File: src/hw/rtl/sfm_pkg.sv
// Package for the simplex facet matcher: widths, sizes, key and hash helpers.
// No dependencies.
package sfm_pkg;
    localparam int VertexBits = 20;
    localparam int ElemBits   = 20;
    localparam int MaxFacets  = 4096;
    localparam int HashSlots  = 8192;
    localparam int KeyBits    = 3 * VertexBits;
    localparam int SlotBits   = $clog2(HashSlots);
    localparam int FidBits    = $clog2(MaxFacets);
    localparam int CountBits  = FidBits + 1;
    localparam int OutFidBits = 12;
    localparam logic [63:0] HashMul = 64'h9E3779B97F4A7C15;

    typedef logic [VertexBits-1:0] t_vtx;
    typedef logic [KeyBits-1:0]    t_key;
    typedef logic [SlotBits-1:0]   t_slot;

    typedef struct packed {
        logic [ElemBits-1:0]   source_elem;
        logic [1:0]            local_facet;
        logic [OutFidBits-1:0] facet_id;
        logic                  is_new;
        logic [ElemBits-1:0]   first_side_elem;
        logic                  table_full;
        logic                  last;
    } t_result;

    function automatic t_key make_key(input t_vtx v0, input t_vtx v1, input t_vtx v2,
                                      input logic [1:0] n);
        t_vtx f0, f1, f2, t;
        begin
            f0 = v0;
            f1 = (n >= 2'd2) ? v1 : '0;
            f2 = (n == 2'd3) ? v2 : '0;
            if (n >= 2'd2 && f0 > f1) begin
                t = f0; f0 = f1; f1 = t;
            end
            if (n == 2'd3 && f1 > f2) begin
                t = f1; f1 = f2; f2 = t;
            end
            if (n == 2'd3 && f0 > f1) begin
                t = f0; f0 = f1; f1 = t;
            end
            make_key = {f2, f1, f0};
        end
    endfunction
endpackage

File: src/hw/rtl/sfm_hash.sv
// Hash start slot: key times golden constant, high word, low slot bits.
// Two-stage partial product unit, one result per request. Uses sfm_pkg.
module sfm_hash (
    input  logic          i_clk,
    input  logic          i_rst_n,
    input  logic          i_start,
    input  sfm_pkg::t_key i_key,
    output logic          o_done,
    output sfm_pkg::t_slot o_slot
);
    import sfm_pkg::*;
    // Only product bits [32+SlotBits-1:32] matter; split key in 32-bit halves.
    logic [63:0] r_p0, r_p1, r_p2;
    logic        r_v1, r_v2;
    logic [63:0] key64;
    logic [63:0] sum;
    assign key64 = 64'(i_key);
    always_ff @(posedge i_clk) begin
        r_p0 <= key64[31:0] * HashMul[31:0];
        r_p1 <= 64'(key64[31:0] * HashMul[63:32]);
        r_p2 <= 64'(key64[63:32] * HashMul[31:0]);
        if (!i_rst_n) begin
            r_v1 <= 1'b0;
            r_v2 <= 1'b0;
        end else begin
            r_v1 <= i_start;
            r_v2 <= r_v1;
        end
    end
    assign sum = r_p0 + {r_p1[31:0], 32'd0} + {r_p2[31:0], 32'd0};
    always_ff @(posedge i_clk) o_slot <= sum[32 +: SlotBits];
    assign o_done = r_v2;
endmodule

File: config.mk
export PLATFORM = sky130hd
export DESIGN_NAME = sfm_hash
export DESIGN_NICKNAME = d
export VERILOG_FILES = /design/src/hw/rtl/sfm_pkg.sv /design/src/hw/rtl/sfm_hash.sv
export SDC_FILE = /design/constraint.sdc
export NUM_CORES = 1
export LEC_CHECK = 0
export ABC_AREA = 1
export BUFFER_PORTS_ARGS = -buffer_cell sky130_fd_sc_hd__buf_2
export CORE_ASPECT_RATIO = 0.9
export CORE_UTILIZATION = 45
export DETAILED_ROUTE_END_ITERATION = 16
export HOLD_SLACK_MARGIN = 0.15
export PLACE_DENSITY_LB_ADDON = 0.25
export SYNTH_ARGS = -nofsm -noshare
export SYNTH_HDL_FRONTEND = slang
export SYNTH_SLANG_ARGS = --single-unit
File: constraint.sdc
create_clock -name i_clk -period 9.5 [get_ports i_clk]
set_input_delay 1.425 -clock i_clk [delete_from_list [all_inputs] [get_ports i_clk]]
set_output_delay 1.425 -clock i_clk [all_outputs]
set_load 0.01 [all_outputs]
Yosys cells after proc, flatten, opt, wreduce, memory -nomap -nowiden. Cells that the tools add are included.

Register bits: 86. Input bits: 63. Output and inout port bits: 14.

Add/sub/neg operators: 2. Multiply operators: 3.

Operators by type and width (number): $add A45 B45 Y45 (2); $mul A32 B31 Y45 const B (1); $mul A32 B32 Y13 const B (1); $mul A28 B31 Y13 const B (1).

Depth between registers and ports, before layout. Gate-level depths: netlist of run 1.

Depth in word-level cells: 2. Depth in mapped cells: 29. Depth with buffers taken out: 29.

Worst setup path after synthesis of run 1. No wires, ideal clock.

Kind: input to register. From: input i_key[13]. To: register r_p0[42]. Library setup time: 113 ps. Data arrival time: 6792 ps. Data required time: 9387 ps. Setup slack: 2595 ps. Stages: 23. Path buffers: 0. Cell sequence: inv_1 fa_1 inv_1 ha_1 inv_1 fa_1 inv_1 fa_1 fa_1 fa_1 fa_1 inv_1 fa_1 inv_1 ha_1 nand2_1 nor2_1 inv_1 nor2_1 nand3_1 or2_1 nand4_1 nand2_1.

Cells in the longest elaborated chain, start to end: 1.

Ends and longest elaborated chain: from (decl) (RTL line sfm_hash.sv:7) `input sfm_pkg::t_key i_key,`; $mul A32 B31 Y45 (RTL line sfm_hash.sv:19) `r_p0 <= key64[31:0] * HashMul[31:0];`; to (signal assigned) (RTL line sfm_hash.sv:19); to (decl) (RTL line sfm_hash.sv:13) `logic [63:0] r_p0, r_p1, r_p2;`.

No other way between the ends. A chain may end at the register's enable or synchronous reset.

Final worst setup path of run 1.
From: input i_key[11]. To: register r_p0[44].

Same word-level chain as after synthesis.

==> impl_metrics.env, run 1 <==
export IMPL_run_status="completed"
export IMPL_numClockSinks=54
export IMPL_critPathTopFamily="adder cells"
export IMPL_worst_path_stages=26
export IMPL_synth_mux_area_fraction_pct=0
export IMPL_synth_xor_area_share_pct=2.73
export IMPL_setup_worst_path_class="primary input to flip-flop"
export IMPL_num_vias=12500
export IMPL_final_cell_mix="inv_1, fa_1, ha_1"
export IMPL_seq_area_frac_synth_pct=6.12
export IMPL_rsz0062_at_grt="no"
export IMPL_crit_path_max_incr_delay_ps=560
export IMPL_holdCritPathClass="flip-flop to flip-flop"
export IMPL_syn_avg_cell_area_um2=9.04
export IMPL_slowest_stage="fa_1"
export IMPL_reg2reg_slack_ps=7020
export IMPL_drv_slew=0
export IMPL_core_area_um2=38500
export IMPL_die_h_um=190
export IMPL_hold_depth=2
export IMPL_critPathMaxFanout=7
export IMPL_layout_drive_gt1_share_pct=4.30
export IMPL_cp_end_kind="flip-flop"
export IMPL_drtIter0Drc=619
export IMPL_cts_tree="yes"
export IMPL_synthSimpleGateAreaFrac_pct=9.75
export IMPL_crit_path_frequent_cell="inv_1"
export IMPL_dp_hpwl_mm=42.5
export IMPL_path_clk_slew_ps=70
export IMPL_synth_compound_area_share_pct=3.61
export IMPL_met3_usage_pct=3.62
export IMPL_fin_skew_ps=7.38
export IMPL_syn_nets=2720
export IMPL_wl_per_cell_um=18.2
export IMPL_grt_max_degree=20
export IMPL_critPathLaunchType="primary input"
export IMPL_ctsHtreeMaxLevel=2
export IMPL_final_common_cell="inv_1"
export IMPL_reg2reg_from="r_p1[0]"
export IMPL_finalNonFillerCells=2549
export IMPL_cts_buffers=5
export IMPL_period_minus_slack_ps=7590
export IMPL_placedCellCount=2541
export IMPL_max_cap_viol_count=0
export IMPL_synth_cells=1955
export IMPL_min_period_over_period_pct=79.9
export IMPL_syn_to_final_growth_pct=6.32
export IMPL_antenna_found_initial=0
export IMPL_grt_pass1_wl_mm=74.7
export IMPL_seq_area_um2=1080
export IMPL_worst_path_buf_inv=9
export IMPL_grt_busiest_layer="met2"
export IMPL_clk_latency_ps=300
export IMPL_diodes=0
export IMPL_ys_warn_count=0
export IMPL_dieArea_um2=40100
export IMPL_hold_path_endpoint="o_done"
export IMPL_ant_nets=0
export IMPL_clock_root_buffer="clkbuf_16"
export IMPL_nFillCells=3763
export IMPL_finalSetupViolCount=0
export IMPL_required_ps=9650
export IMPL_tightest_slew_ps=553
export IMPL_first_pass_iters=5
export IMPL_max_freq_mhz=132
export IMPL_cts_hold_fix_buffers=0
export IMPL_setup_tns_ps=0
export IMPL_fp_row_count=68
export IMPL_synth_seq_cells=54
export IMPL_slew_headroom_pct=63.1
export IMPL_arrival_ps=7740
export IMPL_synth_cell_types=32
export IMPL_groute_usage_overall_pct=25.0
export IMPL_die_x_um=211
export IMPL_overflow=0
export IMPL_synth_top_family_by_area="adder cells"
export IMPL_met1_usage_pct=35.6
export IMPL_drcViolationCount=0
export IMPL_io_buffer_count=61
export IMPL_gp_congestion=0.989
export IMPL_ios=77
export IMPL_finalHoldViolCount=0
export IMPL_r2r_end="o_slot[11]"
export IMPL_synthesis_area_um2=17700
export IMPL_hp_start="r_v1"
export IMPL_start_util_pct=45.9
export IMPL_cts_path_max_buffers=2
export IMPL_cts_resized=0
export IMPL_routed_wl_mm=46.4
export IMPL_grt_pass1_vias=13400
export IMPL_synth_adder_area_share_pct=64.7
export IMPL_vias_per_cell=4.89
export IMPL_use_met2_pct=40.5
export IMPL_post_cts_buffers=0
export IMPL_nets=2788
export IMPL_r2r_cells=13
export IMPL_multi_input_area_um2=14300
worst register-to-register path, delay by kind of cell (launching register included):
kind | cells | cell delay, ps
adders and majority gates | 3 | 1020
AOI/OAI and AO/OA | 2 | 370
and+or+nand+nor | 4 | 320
DFF | 1 | 310
buffers and inverters | 3 | 230
xor gates and xnor gates | 1 | 130
final cells by class:
| type | count | share of cell area (%) |
|---|---|---|
| sequential | 54 | 5.75 |
| tap | 525 | 3.50 |
| timing repair buffer | 61 | 1.62 |
| clock inverter | 3 | 0.153 |
| inverter | 615 | 12.3 |
| multi-input combinational | 1286 | 76.0 |
| clock buffer | 5 | 0.666 |
kinds of logic (layout without fill, tap and decap cells):
logic type,count (synthesis),in the layout
flip-flops,54,54
AND/OR/NAND/NOR,410,410
buffers and inverters,615,684
adder cells (fa/ha/maj),702,702
XOR/XNOR,55,55
AO/OA/AOI/OAI,119,119
state kept, by name, summed over array words and instances, names as in the netlist:
name	flops
r_p2	13
r_v1	1
o_slot	13
r_p0	13
o_done	1
r_p1	13
per-stage QoR:
stage          setup slack, ps  instance area, um^2  util [%]  hold WS [ps]
5_1_grt                   1610                18800      48.8           479
4_1_cts                   1810                18800      48.8           437
3_5_place_dp              1510                18600      48.4           427
6_report                  1910                18800      48.8           432
3_3_place_gp              1490                18600      48.4           402
2_1_floorplan             2600                17700         -           390
cells in the mapped netlist:
master     count  area share [%]
nand3_2        1           0.057
xor2_1        28             1.4
or2_1          1           0.035
nor4_1         3            0.11
a21oi_1       66             1.9
a21boi_0       1           0.042
fa_1         354              40
nand3b_1       4            0.17
a21o_1         1           0.042
nor2_2         6            0.21
o21bai_1       9            0.38
and2_1         2           0.071
o21a_1         3            0.13
nor2_1        79             1.7
a31oi_1        3            0.11
nor4_2         2            0.14
nand2_2        5            0.18
nand3_1       34            0.96
dfxtp_1       54             6.1
and3_1         1           0.035
xnor2_1       27             1.3
o2111ai_1      1           0.050
o21ai_1        2           0.057
nand2_4        1           0.064
ha_1         348              25
o21ai_0       33            0.93
inv_2          1           0.021
nor3_1         4            0.11
inv_1        614              13
nand2_1      253             5.4
nor2_4         2            0.13
nand4_1       12            0.42
worst max-delay path by stage:
stage | start | endpoint | slack, ps
2_1_floorplan | i_key[13] | r_p0[42] | 2600
3_3_place_gp | i_key[11] | r_p0[44] | 1490
3_5_place_dp | i_key[11] | r_p0[44] | 1510
4_1_cts | i_key[11] | r_p0[44] | 1810
5_1_grt | i_key[9] | r_p0[44] | 1610
6_report | i_key[11] | r_p0[44] | 1910
routing by layer:
layer	share of wire [%]	vias to the layer above
met2	45	327
met5	0	-
met3	5.8	50
met1	47	6121
li1	-	5958
met4	2.1	0
Power of run 1 is left out: the tool's default activity adds up to more than one toggle a clock period on the data nets, which glitch-free logic cannot reach.
==> run 2, diff against run 1 <==
==> constraint.sdc (replaced) <==
create_clock -name i_clk -period 7.35 [get_ports i_clk]
set_input_delay 1.1025 -clock i_clk [delete_from_list [all_inputs] [get_ports i_clk]]
set_output_delay 1.1025 -clock i_clk [all_outputs]
set_load 0.01 [all_outputs]
==> run 2 against run 1 <==
Die area is the same. Cell count grew 2.5%. First-iteration DRC count grew 23%.
==> impl_metrics.env, run 2 (synthesized netlist as in run 1, its figures left out) <==
export IMPL_r2r_cells=11
export IMPL_final_common_cell="inv_1"
export IMPL_critPathTopFamily="adder cells"
export IMPL_slowest_stage="fa_1"
export IMPL_overflow=0
export IMPL_drv_slew=0
export IMPL_period_minus_slack_ps=6850
export IMPL_diodes=0
export IMPL_max_freq_mhz=146
export IMPL_met1_usage_pct=37.0
export IMPL_r2r_end="o_slot[11]"
export IMPL_crit_path_frequent_cell="fa_1"
export IMPL_critPathLaunchType="primary input"
export IMPL_start_util_pct=45.9
export IMPL_first_pass_iters=5
export IMPL_fp_row_count=68
export IMPL_cts_hold_fix_buffers=0
export IMPL_reg2reg_from="r_p1[1]"
export IMPL_layout_drive_gt1_share_pct=7.23
export IMPL_syn_to_final_growth_pct=9.03
export IMPL_met3_usage_pct=3.62
export IMPL_nFillCells=3696
export IMPL_multi_input_area_um2=14300
export IMPL_cts_buffers=5
export IMPL_slew_headroom_pct=68.9
export IMPL_cts_tree="yes"
export IMPL_hp_start="r_v1"
export IMPL_ant_nets=0
export IMPL_gp_congestion=0.978
export IMPL_vias_per_cell=4.85
export IMPL_setup_worst_path_class="primary input to flip-flop"
export IMPL_antenna_found_initial=0
export IMPL_die_x_um=211
export IMPL_numClockSinks=54
export IMPL_grt_pass1_vias=13700
export IMPL_ios=77
export IMPL_clock_root_buffer="clkbuf_16"
export IMPL_setup_tns_ps=0
export IMPL_crit_path_start="i_key[7]"
export IMPL_max_cap_viol_count=0
export IMPL_die_h_um=190
export IMPL_fin_skew_ps=11.2
export IMPL_post_cts_buffers=0
export IMPL_grt_busiest_layer="met2"
export IMPL_grt_pass1_wl_mm=75.9
export IMPL_use_met2_pct=41.1
export IMPL_crit_path_max_incr_delay_ps=600
export IMPL_worst_path_stages=21
export IMPL_holdCritPathClass="flip-flop to flip-flop"
export IMPL_core_area_um2=38500
export IMPL_cts_resized=0
export IMPL_min_period_over_period_pct=93.2
export IMPL_required_ps=7510
export IMPL_seq_area_um2=1080
export IMPL_tightest_slew_ps=466
export IMPL_finalSetupViolCount=0
export IMPL_clk_latency_ps=310
export IMPL_dieArea_um2=40100
export IMPL_ctsHtreeMaxLevel=2
export IMPL_io_buffer_count=61
export IMPL_worst_path_buf_inv=4
export IMPL_cts_path_max_buffers=2
export IMPL_wl_per_cell_um=18.1
export IMPL_path_clk_slew_ps=70
export IMPL_arrival_ps=7010
export IMPL_drcViolationCount=0
export IMPL_critPathMaxFanout=5
export IMPL_critPathCapture="r_p0[40]"
export IMPL_rsz0062_at_grt="no"
export IMPL_routed_wl_mm=47.2
export IMPL_reg2reg_slack_ps=4830
export IMPL_dp_hpwl_mm=43.8
export IMPL_nets=2852
export IMPL_grt_max_degree=20
export IMPL_num_vias=12700
export IMPL_path_cells="buf_2 -> inv_1 -> fa_1 -> inv_1 -> fa_1 -> fa_1 -> fa_1 -> fa_1 -> fa_1 -> fa_1 -> ha_1 -> ha_1 -> inv_1 -> o21ai_0 -> nand2_1 -> nand2_1 -> o21bai_1 -> a21oi_1 -> nand3_1 -> nand2_1 -> nand2_1"
export IMPL_post_route_util_pct=50.0
export IMPL_run_status="completed"
export IMPL_final_cell_mix="inv_1, fa_1, ha_1"
export IMPL_drtIter0Drc=762
export IMPL_finalHoldViolCount=0
export IMPL_cp_end_kind="flip-flop"
export IMPL_groute_usage_overall_pct=25.5
## run 2: cell types whose count changed in the layout (fill, tap and decap cells not counted)
cell      before  now
buf_4          0   64
clkinv_4       1    2
inv_6          1    0
## run 2: per-stage QoR
stage | setup slack, ps | hold slack, ps | std cells | cell area (um^2)
CTS | 529 | 428 | 2613 | 19300
global placement | 226 | 402 | 2605 | 19100
finish | 503 | 422 | 2613 | 19300
detailed placement | 224 | 414 | 2605 | 19100
global route | 176 | 452 | 2613 | 19300
floorplan | 768 | 390 | 1955 | 17700
## run 2: how the worst min path moves through the flow
stage | to | slack (ps) | depth (start not counted)
6_report | o_done | 420 | 2
4_1_cts | o_done | 430 | 2
5_1_grt | o_done | 450 | 2
3_5_place_dp | o_done | 410 | 2
2_1_floorplan | o_done | 390 | 2
3_3_place_gp | o_done | 400 | 2
## run 2: cell type report
| type | instances | share of cell area, % |
|---|---|---|
| clock buffer | 5 | 0.649 |
| clock inverter | 3 | 0.149 |
| inverter | 615 | 12.0 |
| multi-input combinational | 1286 | 74.1 |
| sequential | 54 | 5.61 |
| tap | 525 | 3.41 |
| timing repair buffer | 125 | 4.08 |
## run 2: worst register-to-register path, cell delays in order (launching register included)
cell,delay [ps]
dfxtp_1,330
fa_1,540
ha_1,250
inv_1,80
fa_1,410
o21ai_1,280
nand2_1,90
nand2_1,120
nand2_1,60
nand2_1,60
a21oi_1,70
xnor2_1,120
## run 2: metal layers
| metal | part of all wire [%] | vias to the layer above |
|---|---|---|
| met5 | 0 | - |
| met4 | 1.8 | 0 |
| met3 | 5.8 | 47 |
| met2 | 45 | 306 |
| met1 | 48 | 6218 |
| li1 | - | 6094 |
Power of run 2 is left out for the same reason.
